File: src/hw/rtl/rcfp_pkg.sv
// Shared types and constants of the serial RC frame parser.
// No dependencies; every module of the parser imports this package.
package rcfp_pkg;

    // Frame layout
    localparam int          FRAME_LEN   = 32;
    localparam int          SUM_LEN     = 30;
    localparam int          POS_W       = 5;
    localparam logic [4:0]  SUM_LO_POS  = 5'd30;
    localparam logic [4:0]  LAST_POS    = 5'd31;
    localparam logic [4:0]  CH_BASE     = 5'd2;
    localparam logic [7:0]  HDR0        = 8'h20;
    localparam logic [7:0]  HDR1        = 8'h40;
    localparam logic [15:0] SUM_INIT    = 16'hFFFF;
    localparam logic [15:0] CH_MIN      = 16'd900;
    localparam logic [15:0] CH_MAX      = 16'd2100;
    localparam logic [15:0] TIMEOUT_RST = 16'd100;
    localparam logic [15:0] SILENCE_MAX = 16'hFFFF;

    // Input request kinds
    localparam logic OP_BYTE = 1'b0;
    localparam logic OP_TICK = 1'b1;

    // Result status codes
    typedef enum logic [1:0] {
        ST_CHANNEL  = 2'd0,
        ST_BAD_SUM  = 2'd1,
        ST_FAILSAFE = 2'd2
    } status_t;

    // One result request
    typedef struct packed {
        status_t     status;
        logic [3:0]  channel_index;
        logic [11:0] channel_value;
        logic        last;
        logic        signal_ok;
        logic [31:0] frames_accepted;
        logic [31:0] checksum_failures;
        logic [31:0] failsafe_events;
    } result_t;

    // Frame store write port
    typedef struct packed {
        logic             en;
        logic [POS_W-1:0] addr;
        logic [7:0]       data;
    } mem_wr_t;

    // Frame store read request for one channel (low and high byte)
    typedef struct packed {
        logic             en;
        logic [POS_W-1:0] addr_lo;
        logic [POS_W-1:0] addr_hi;
    } mem_rd_t;

endpackage

File: src/hw/rtl/rcfp_frame_mem.sv
// Frame store of the parser: 32 bytes, one write port, two registered read ports.
// Depends on rcfp_pkg for the port structs.
module rcfp_frame_mem
    import rcfp_pkg::*;
(
    input  logic    clk,
    input  mem_wr_t wr,
    input  mem_rd_t rd,
    output logic [7:0] rd_lo,
    output logic [7:0] rd_hi
);

    logic [7:0] store [FRAME_LEN];
    logic [7:0] rd_lo_reg;
    logic [7:0] rd_hi_reg;

    // Byte write from the receive path.
    always_ff @(posedge clk)
    begin
        if (wr.en)
        begin
            store[wr.addr] <= wr.data;
        end
    end

    // Both bytes of one channel are read together; data holds while no read is issued.
    always_ff @(posedge clk)
    begin
        if (rd.en)
        begin
            rd_lo_reg <= store[rd.addr_lo];
            rd_hi_reg <= store[rd.addr_hi];
        end
    end

    assign rd_lo = rd_lo_reg;
    assign rd_hi = rd_hi_reg;

endmodule

File: src/hw/rtl/rcfp_out_stage.sv
// Output register of the parser: holds one result request until the sink takes it.
// Depends on rcfp_pkg for the result type.
module rcfp_out_stage
    import rcfp_pkg::*;
(
    input  logic    clk,
    input  logic    rst_n,
    input  logic    load,
    input  result_t load_data,
    input  logic    ready,
    output logic    valid,
    output result_t data
);

    logic    valid_reg;
    logic    valid_next;
    result_t data_reg;

    // A new result is only loaded when the slot is empty or being emptied.
    assign valid_next = load | (valid_reg & ~ready);

    always_ff @(posedge clk or negedge rst_n)
    begin
        if (!rst_n)
        begin
            valid_reg <= 1'b0;
        end
        else
        begin
            valid_reg <= valid_next;
        end
    end

    always_ff @(posedge clk)
    begin
        if (load)
        begin
            data_reg <= load_data;
        end
    end

    assign valid = valid_reg;
    assign data  = data_reg;

endmodule

File: src/hw/rtl/rc_serial_frame_parser_core.sv
// Serial RC frame parser. Each received byte or millisecond tick is one input request. A
// frame that completes with a good checksum is then read out of the frame store at one
// channel per cycle while the result stream is not stalled; the pace is set by the
// store's pair of read ports, which fetch both bytes of one channel at a time. No
// input is taken during readout or while the output register holds a result that is
// not being taken in the same cycle. The store needs no clearing pass after reset:
// channels are only read from a frame whose bytes were just written.
// Depends on rcfp_pkg, rcfp_frame_mem and rcfp_out_stage.
module rc_serial_frame_parser_core
    import rcfp_pkg::*;
#(
    parameter int CHANNELS = 14
)
(
    input  logic         clk,
    input  logic         rst_n,
    // Configuration: failsafe_timeout_ms
    input  logic         cfg_we,
    input  logic [15:0]  cfg_wdata,
    // Input stream
    input  logic         s_axis_tvalid,
    output logic         s_axis_tready,
    input  logic [7:0]   s_axis_tdata,   // [7:0] rx_byte
    input  logic         s_axis_tuser,   // [0] opcode
    // Result stream
    output logic         m_axis_tvalid,
    input  logic         m_axis_tready,
    output logic [119:0] m_axis_tdata,   // [3:0] channel_index, [15:4] channel_value,
                                         // [16] signal_ok, [48:17] frames_accepted,
                                         // [80:49] checksum_failures,
                                         // [112:81] failsafe_events, rest zero
    output logic [1:0]   m_axis_tuser,   // [1:0] status
    output logic         m_axis_tlast    // last result of the input request
);

    typedef enum logic [1:0] {
        S_IDLE = 2'b01,
        S_READ = 2'b10
    } state_t;

    localparam logic [3:0] LAST_CH = 4'(CHANNELS - 1);

    state_t           state_reg, state_next;
    logic [POS_W-1:0] pos_reg, pos_next;
    logic [15:0]      sum_reg, sum_next;
    logic [7:0]       sum_lo_reg, sum_lo_next;
    logic             sig_valid_reg, sig_valid_next;
    logic [15:0]      silence_reg, silence_next;
    logic [31:0]      accepted_reg, accepted_next;
    logic [31:0]      bad_sum_reg, bad_sum_next;
    logic [31:0]      failsafe_reg, failsafe_next;
    logic [15:0]      timeout_reg, timeout_next;
    logic [3:0]       ch_reg, ch_next;

    logic       accept;
    logic       slot_free;
    logic       out_valid;
    logic       out_load;
    result_t    out_res;
    result_t    out_data;
    mem_wr_t    mem_wr;
    mem_rd_t    mem_rd;
    logic [7:0] rd_lo;
    logic [7:0] rd_hi;
    logic [15:0] raw;
    logic [15:0] clamped;
    logic [15:0] silence_inc;

    rcfp_frame_mem u_mem (
        .clk   (clk),
        .wr    (mem_wr),
        .rd    (mem_rd),
        .rd_lo (rd_lo),
        .rd_hi (rd_hi)
    );

    rcfp_out_stage u_out (
        .clk       (clk),
        .rst_n     (rst_n),
        .load      (out_load),
        .load_data (out_res),
        .ready     (m_axis_tready),
        .valid     (out_valid),
        .data      (out_data)
    );

    // Handshake on the input side.
    assign slot_free     = ~out_valid | m_axis_tready;
    assign s_axis_tready = (state_reg == S_IDLE) & slot_free;
    assign accept        = s_axis_tvalid & s_axis_tready;

    // Channel value from the store, clamped to the legal pulse range.
    assign raw = {rd_hi, rd_lo};
    always_comb
    begin
        priority if (raw < CH_MIN)
        begin
            clamped = CH_MIN;
        end
        else if (raw > CH_MAX)
        begin
            clamped = CH_MAX;
        end
        else
        begin
            clamped = raw;
        end
    end

    assign silence_inc = (silence_reg == SILENCE_MAX) ? SILENCE_MAX : silence_reg + 16'd1;

    // Timeout register write.
    assign timeout_next = cfg_we ? cfg_wdata : timeout_reg;

    // Frame tracking, timers, counters and readout sequencing.
    always_comb
    begin
        state_next     = state_reg;
        pos_next       = pos_reg;
        sum_next       = sum_reg;
        sum_lo_next    = sum_lo_reg;
        sig_valid_next = sig_valid_reg;
        silence_next   = silence_reg;
        accepted_next  = accepted_reg;
        bad_sum_next   = bad_sum_reg;
        failsafe_next  = failsafe_reg;
        ch_next        = ch_reg;
        mem_wr         = '0;
        mem_rd         = '0;
        out_load       = 1'b0;
        out_res        = '0;

        unique case (state_reg)
            S_IDLE:
            begin
                if (accept)
                begin
                    if (s_axis_tuser == OP_TICK)
                    begin
                        // Age the silence timer; a long silence drops the signal.
                        silence_next = silence_inc;
                        if (sig_valid_reg && (silence_inc > timeout_reg))
                        begin
                            sig_valid_next = 1'b0;
                            failsafe_next  = failsafe_reg + 32'd1;
                            out_load       = 1'b1;
                            out_res.status = ST_FAILSAFE;
                            out_res.last   = 1'b1;
                        end
                    end
                    else if ((pos_reg == '0) && (s_axis_tdata != HDR0))
                    begin
                        // Hunting for the first header byte: drop it.
                    end
                    else if ((pos_reg == POS_W'(1)) && (s_axis_tdata != HDR1))
                    begin
                        // Second header byte is wrong: restart the hunt.
                        pos_next = '0;
                    end
                    else
                    begin
                        mem_wr.en   = 1'b1;
                        mem_wr.addr = pos_reg;
                        mem_wr.data = s_axis_tdata;
                        if (pos_reg == '0)
                        begin
                            sum_next = SUM_INIT - {8'd0, s_axis_tdata};
                        end
                        else if (pos_reg < POS_W'(SUM_LEN))
                        begin
                            sum_next = sum_reg - {8'd0, s_axis_tdata};
                        end
                        if (pos_reg == SUM_LO_POS)
                        begin
                            sum_lo_next = s_axis_tdata;
                        end

                        if (pos_reg != LAST_POS)
                        begin
                            pos_next = pos_reg + POS_W'(1);
                        end
                        else
                        begin
                            pos_next = '0;
                            if ({s_axis_tdata, sum_lo_reg} != sum_reg)
                            begin
                                bad_sum_next   = bad_sum_reg + 32'd1;
                                out_load       = 1'b1;
                                out_res.status = ST_BAD_SUM;
                                out_res.last   = 1'b1;
                            end
                            else
                            begin
                                // Good frame: start reading channel 0.
                                sig_valid_next = 1'b1;
                                silence_next   = '0;
                                accepted_next  = accepted_reg + 32'd1;
                                ch_next        = '0;
                                mem_rd.en      = 1'b1;
                                mem_rd.addr_lo = CH_BASE;
                                mem_rd.addr_hi = CH_BASE + POS_W'(1);
                                state_next     = S_READ;
                            end
                        end
                    end
                end
            end

            S_READ:
            begin
                // Read data for ch_reg is ready; issue the next channel as this one leaves.
                if (slot_free)
                begin
                    out_load              = 1'b1;
                    out_res.status        = ST_CHANNEL;
                    out_res.channel_index = ch_reg;
                    out_res.channel_value = clamped[11:0];
                    out_res.last          = (ch_reg == LAST_CH);
                    if (ch_reg == LAST_CH)
                    begin
                        state_next = S_IDLE;
                    end
                    else
                    begin
                        ch_next        = ch_reg + 4'd1;
                        mem_rd.en      = 1'b1;
                        mem_rd.addr_lo = {ch_next, 1'b0} + CH_BASE;
                        mem_rd.addr_hi = {ch_next, 1'b0} + CH_BASE + POS_W'(1);
                    end
                end
            end

            default:
            begin
                state_next = S_IDLE;
            end
        endcase

        // Every result carries the state after its input request.
        out_res.signal_ok         = sig_valid_next;
        out_res.frames_accepted   = accepted_next;
        out_res.checksum_failures = bad_sum_next;
        out_res.failsafe_events   = failsafe_next;
    end

    // Control and status registers.
    always_ff @(posedge clk or negedge rst_n)
    begin
        if (!rst_n)
        begin
            state_reg     <= S_IDLE;
            pos_reg       <= '0;
            sum_reg       <= SUM_INIT;
            sig_valid_reg <= 1'b0;
            silence_reg   <= '0;
            accepted_reg  <= '0;
            bad_sum_reg   <= '0;
            failsafe_reg  <= '0;
            timeout_reg   <= TIMEOUT_RST;
            ch_reg        <= '0;
        end
        else
        begin
            state_reg     <= state_next;
            pos_reg       <= pos_next;
            sum_reg       <= sum_next;
            sig_valid_reg <= sig_valid_next;
            silence_reg   <= silence_next;
            accepted_reg  <= accepted_next;
            bad_sum_reg   <= bad_sum_next;
            failsafe_reg  <= failsafe_next;
            timeout_reg   <= timeout_next;
            ch_reg        <= ch_next;
        end
    end

    // Low checksum byte is payload and needs no reset.
    always_ff @(posedge clk)
    begin
        sum_lo_reg <= sum_lo_next;
    end

    // Result stream packing.
    assign m_axis_tvalid = out_valid;
    assign m_axis_tuser  = out_data.status;
    assign m_axis_tlast  = out_data.last;
    assign m_axis_tdata  = {7'd0,
                            out_data.failsafe_events,
                            out_data.checksum_failures,
                            out_data.frames_accepted,
                            out_data.signal_ok,
                            out_data.channel_value,
                            out_data.channel_index};

endmodule

File: config.mk
export PLATFORM = sky130hd
export DESIGN_NAME = rc_serial_frame_parser_core
export DESIGN_NICKNAME = d
export VERILOG_FILES = /design/src/hw/rtl/rcfp_pkg.sv /design/src/hw/rtl/rcfp_frame_mem.sv /design/src/hw/rtl/rcfp_out_stage.sv /design/src/hw/rtl/rc_serial_frame_parser_core.sv
export SDC_FILE = /design/constraint.sdc
export NUM_CORES = 1
export LEC_CHECK = 0
export ABC_AREA = 0
export BUFFER_PORTS_ARGS = -buffer_cell sky130_fd_sc_hd__buf_2
export CAP_MARGIN = 20
export CORE_AREA = 4 4 208 210
export DETAILED_ROUTE_END_ITERATION = 8
export DIE_AREA = 0 0 212 214
export GPL_TIMING_DRIVEN = 1
export HOLD_SLACK_MARGIN = 0.12
export PLACE_DENSITY = 0.79
export SLEW_MARGIN = 20
export SYNTH_ARGS = -nofsm -noshare
export SYNTH_HDL_FRONTEND = slang
export SYNTH_HIERARCHICAL = 1
export SYNTH_SLANG_ARGS = --single-unit
File: constraint.sdc
create_clock -name clk -period 13 [get_ports clk]
set_input_delay 0 -clock clk [delete_from_list [all_inputs] [get_ports clk]]
set_output_delay 0 -clock clk [all_outputs]
set_load 0.03 [all_outputs]
======== Yosys cells after proc, flatten, opt, wreduce, memory -nomap -nowiden ========
Memory sizes are Yosys's and may differ from the RTL's. A register that Yosys moved wholly into a read port is not among the register bits.
Cells that the tools add are included.
storage, ports and cells
  bits in registers ....................... 281
  bits in writable memories ............... 256
  output and inout bits ................... 125
  word-level logic and storage cells ...... 178
  memories ................................ 1
memories
  memory       words  width  read ports  clocked after memory_dff  write ports  line                  source
  u_mem.store  32     8      2           2                         1            rcfp_frame_mem.sv:13  logic [7:0] store [FRAME_LEN];
cells by class
  add/subtract/negate cells ............... 10
  magnitude comparators ................... 4
  equality and inequality tests ........... 23
  muxes and demuxes ....................... 91
  bitwise logic cells ..................... 12
  reductions and logical operators ........ 15
operator list
  cell                                                              count
  two-way mux 32 bit                                                18
  two-way mux 16 bit                                                8
  adder 32 x 1 -> 32 bit (second input constant)                    3
  two-way mux 11 bit                                                8
  two-way mux 14 bit                                                5
  two-way mux 4 bit                                                 8
  inequality test 2 bit (second input constant)                     13
  two-way mux 1 bit                                                 23
  two-way mux 2 bit                                                 11
  one-hot mux 11 bit (2 select lines)                               1
  AND reduction 6 bit                                               3
  adder 16 x 1 -> 16 bit (second input constant)                    1
  == test 16 bit (second input constant)                            1
  greater-than comparator 16 x 12 -> 1 bit (second input constant)  1
  greater-than comparator 16 bit                                    1
  less-than comparator 16 x 10 -> 1 bit (second input constant)     1
  inequality test 16 bit                                            1
  subtractor 16 x 8 -> 16 bit                                       1
  two-way mux 12 bit                                                1
  adder 5 x 1 -> 5 bit (second input constant)                      2
  two-way mux 10 bit                                                1
  two-way mux 5 bit                                                 2
  subtractor 1 x 9 -> 10 bit (first input constant)                 1
  AND reduction 9 bit                                               1
  25 further kinds                                                  39

======== Depth between registers and ports, before layout ========
  depth after elaboration ................. 9
  gate-level depth with buffers ........... 17

======== Hierarchy ========
Netlist, hierarchy kept.
by module, submodules not included
  module                       instances  cells an instance  area each (um^2)
  rcfp_frame_mem               1          532                12368.1
  rc_serial_frame_parser_core  1          983                9210.1
  rcfp_out_stage               1          119                3519.6

======== Least setup slack after synthesis ========
OpenSTA, ideal clock, no wires.
  path kind ............................... reg-to-reg
  start point ............................. register silence_reg[2]
  end point ............................... register u_out.data_reg, in the netlist u_out/data[0], enable pin
  arrival ................................. 8576 ps
  slack ................................... 3761 ps
  stages on the path, launching flop included .. 15
  clock period less this slack ............ 9239 ps
  cells stage by stage .................... dfrtp_1 -> and3_1 -> and2_1 -> nand2_1 -> nor4_1 -> clkbuf_1 -> nor2_1 -> nand2_1 -> ha_1 -> nand4_1 -> nor4_1 -> nor2_1 -> and2_1 -> nand2_1 -> a31oi_1
between the ends
  longest elaborated chain between the ends .. 8
  elaborated cells between the ends (all ways) .. 9
ends and longest elaborated chain
  element                                                   line                                source
  from (decl)                                               rc_serial_frame_parser_core.sv:48   logic [15:0] silence_reg, silence_next;
  from (signal assigned)                                    rc_serial_frame_parser_core.sv:268  silence_reg <= silence_next;
  adder 16 x 1 -> 16 bit or == test 16 bit (tied branches)  rc_serial_frame_parser_core.sv:110  assign silence_inc = (silence_reg == SILENCE_MAX) ? SILENCE_MAX : silence_reg + 16'd1;
  two-way mux 16 bit (*)                                    rc_serial_frame_parser_core.sv:110
  greater-than comparator 16 bit (*)                        rc_serial_frame_parser_core.sv:142  if (sig_valid_reg && (silence_inc > timeout_reg))
  logical AND 1 bit (*)                                     rc_serial_frame_parser_core.sv:142
  two-way mux 1 bit (*)                                     rc_serial_frame_parser_core.sv:142
  two-way mux 1 bit (*)                                     rc_serial_frame_parser_core.sv:138  if (s_axis_tuser == OP_TICK)
  two-way mux 1 bit (*)                                     rc_serial_frame_parser_core.sv:136  if (accept)
  one-hot mux 1 bit (2 select lines) (*)                    rc_serial_frame_parser_core.sv:133  unique case (state_reg)
  via out_load                                              rc_serial_frame_parser_core.sv:58   logic out_load;
  to (signal assigned)                                      rcfp_out_stage.sv:38                data_reg <= load_data;
  to (decl)                                                 rcfp_out_stage.sv:17                result_t data_reg;
The timed path passes the listed nets; every way through them passes the cells marked *.
A chain may end at the register's enable or synchronous reset.

==> out/qor.yml <==
outcome:
  outcome: "completed"
timing:
  whs_ns: 0.202
  setup_violations: 0
  fin_crit_ns: 5.58
  fmax_ghz: 0.179
  fin_crit_sh: 0.429
  worst_slew_pin_slew_ns: 1.17
  clock_skew_ns: 0.0285
  maxSlewViolCount: 0
  rsz0062_at_grt: "false"
  finalHoldViolCount: 0
  slew_headroom: 0.214
  tns_ns: 0
run:
  cap_violations: 0
placement:
  dp_hpwl_um: 36600
  gp_congestion: 0.837
  portBuffers: 147
hold_path:
  hold_class: "primary input to flop"
  min_path_cells: 2
drt:
  post_drt_via_cell_ratio: 6.43
  drtIter0Drc: 1951
  drt_wl_total_um: 60400
  first_pass_iters: 6
  drt-wirelength-per-cell_um: 24.9
  drc: 0
  postRouteAntennaNets: 0
  vias: 15600
global_routing:
  grtUsageMet2: 0.438
  grt_use_met1: 0.356
  overflow: 0
  grt_max_degree: 94
  grt_pass1_wl_um: 92800
  met3_usage: 0.0510
  antenna_found_initial: 0
  grt_pass1_vias: 15800
  busiest_layer: "met2"
  globalRouteTotalUtil: 0.265
floorplan:
  die_w_um: 212
  io_pins: 155
  core-area_mm2: 0.0416
  placementRows: 75
  start_util: 0.604
  dieArea_mm2: 0.0454
  die_h_um: 214
clocking:
  numCtsBuffers: 54
  clock_sinks: 553
  tritoncts: "done"
  root_buffer: "clkbuf_16"
  hold_buffers: 62
  htreeDepth: 2
  post_cts_resized: 0
  clkSlewWorstSetupHoldPaths_ns: 0.06
  cts_buffer_depth: 3
  worst_skew_pair.late_latency_ns: 0.61
  post_cts_buffers: 0
synth:
  async_flop_share: 0.284
  synth-edff-count: 396
  synth_area_leaders: "edfxtp_1 47%, mux4_2 14%, dfrtp_1 14%"
  synth_seq_area_share: 0.631
  syn_avg_cell_area_um2: 15.4
  netlist_area_mm2: 0.0251
  yosysTopAreaCellShare: 0.474
  synth_cell_types: 57
  synth-warning-count: 6
  ys_ff_latch: 553
  synth_commonest_cells: "396 x edfxtp_1, 160 x mux4_2, 137 x dfrtp_1, 110 x nand2_1, 109 x nor2_1"
  synth_cells: 1634
  synth_largest_area_cell: "edfxtp_1"
  synth_flop_cell: "edfxtp_1"
  synth_most_common_cell: "edfxtp_1"
critical_path:
  critPathLaunchType: "flop"
  crit_start: "state_reg[0]"
  rr_endpoint: "u_mem/rd_hi[0]"
  arrival_ns: 5.93
  cp-end-kind: "flop"
  reg2reg_depth: 11
  critPathKind: "flop to flop"
  path_max_fanout: 73
  cp.required_ns: 13.35
  regToRegSetupSlack_ns: 7.42
  crit_end: "u_mem/rd_hi[0]"
  reg2reg_from: "state_reg[0]"
power:
  vdd.ir_drop.worst_mv: 0.110
  power_density_mw_per_mm2: 143
  p_leak_nw: 10.3
layout:
  largest_register_ffs: 256
  finalNetCount: 1915
  drive_above_1_share: 0.267
  antennaDiodeCount: 0
  area_growth_pct: 15.3
## where the power goes
group	switching, mW	total (mW)	internal [mW]
clock	0.685	1.65	0.966
sequential	0.0500	2.03	1.98
combinational	0.274	0.454	0.180
## kinds of logic (layout without fill, tap and decap cells)
kind of cell | count (synthesis) | after routing | synth area share
buffers and inverters | 132 | 382 | 0.0241
AND/OR/NAND/NOR | 452 | 452 | 0.0921
XOR/XNOR | 123 | 123 | 0.0429
flip-flops | 553 | 553 | 0.631
AO/OA/AOI/OAI | 153 | 153 | 0.0366
other | 1 | 8 | 0.000149
multiplexers | 181 | 181 | 0.153
adder cells (fa/ha/maj) | 39 | 39 | 0.0197
## final cells by class
class	count	area, µm²
Tap cell	539	674
Clock buffer	67	1430
Multi-Input combinational cell	956	8810
Inverter	50	188
Clock inverter	34	429
Sequential cell	553	15800
Timing Repair Buffer	231	1560
Fill cell	2569	12600
## worst min-delay path by stage
| stage | startpoint | endpoint |
|---|---|---|
| floorplan | rst_n | accepted_reg[0] |
| global placement | rst_n | timeout_reg[13] |
| detailed placement | rst_n | timeout_reg[15] |
| CTS | s_axis_tdata[7] | sum_lo_reg[7] |
| global route | s_axis_tdata[3] | sum_lo_reg[3] |
| finish | s_axis_tdata[4] | sum_lo_reg[4] |
## metal layers
layer / wire (µm) / part of all wire / vias up
met5: 0 / 0 / -
met4: 2000 / 0.033 / 0
met3: 4970 / 0.082 / 132
met2: 30500 / 0.51 / 857
met1: 22900 / 0.38 / 7917
li1: - / - / 6712
## cells in the final DEF, fill, tap and decap left out, types with 20 or more instances in the layout
cell           count
inv_1             50
a21oi_1           36
o21ai_0           57
dlygate4sd3_1     61
dfstp_2           20
nor2_1            95
buf_2            146
nor3_1            22
nand2_1          110
dfrtp_1          137
clkbuf_16         55
xnor2_1           69
xor2_1            54
ha_1              38
and3_1            26
nand3_1           47
nand4_1           38
mux4_2           160
edfxtp_1         396
mux2_2            21
## critical path, cell delays in order (launching register included)
cell and delay [ns]:
dfstp_2 0.56, ha_1 0.37, and2_1 0.27, nand3_1 0.56, nor4b_4 0.45, a21oi_1 0.11, nor2_4 0.11, buf_4 0.69
buf_6 0.72, mux4_2 0.60, mux4_2 0.53, mux2_2 0.29
## metrics by stage
step / worst slack [ns] / cells / power (mW) / cell area, µm² / util
final: 7.42 / 2430 / 4.13 / 28900 / 0.696
after global routing: 7.06 / 2430 / 4.27 / 28900 / 0.696
after CTS: 7.10 / 2427 / 4.12 / 28900 / 0.695
after detailed placement: 7.17 / 2264 / 2.48 / 26400 / 0.635
after global placement: 7.34 / 2264 / 2.45 / 26400 / 0.634
after floorplan: 3.76 / 1641 / 2.35 / 25100 / -
(Power assumes the default switching activity.)
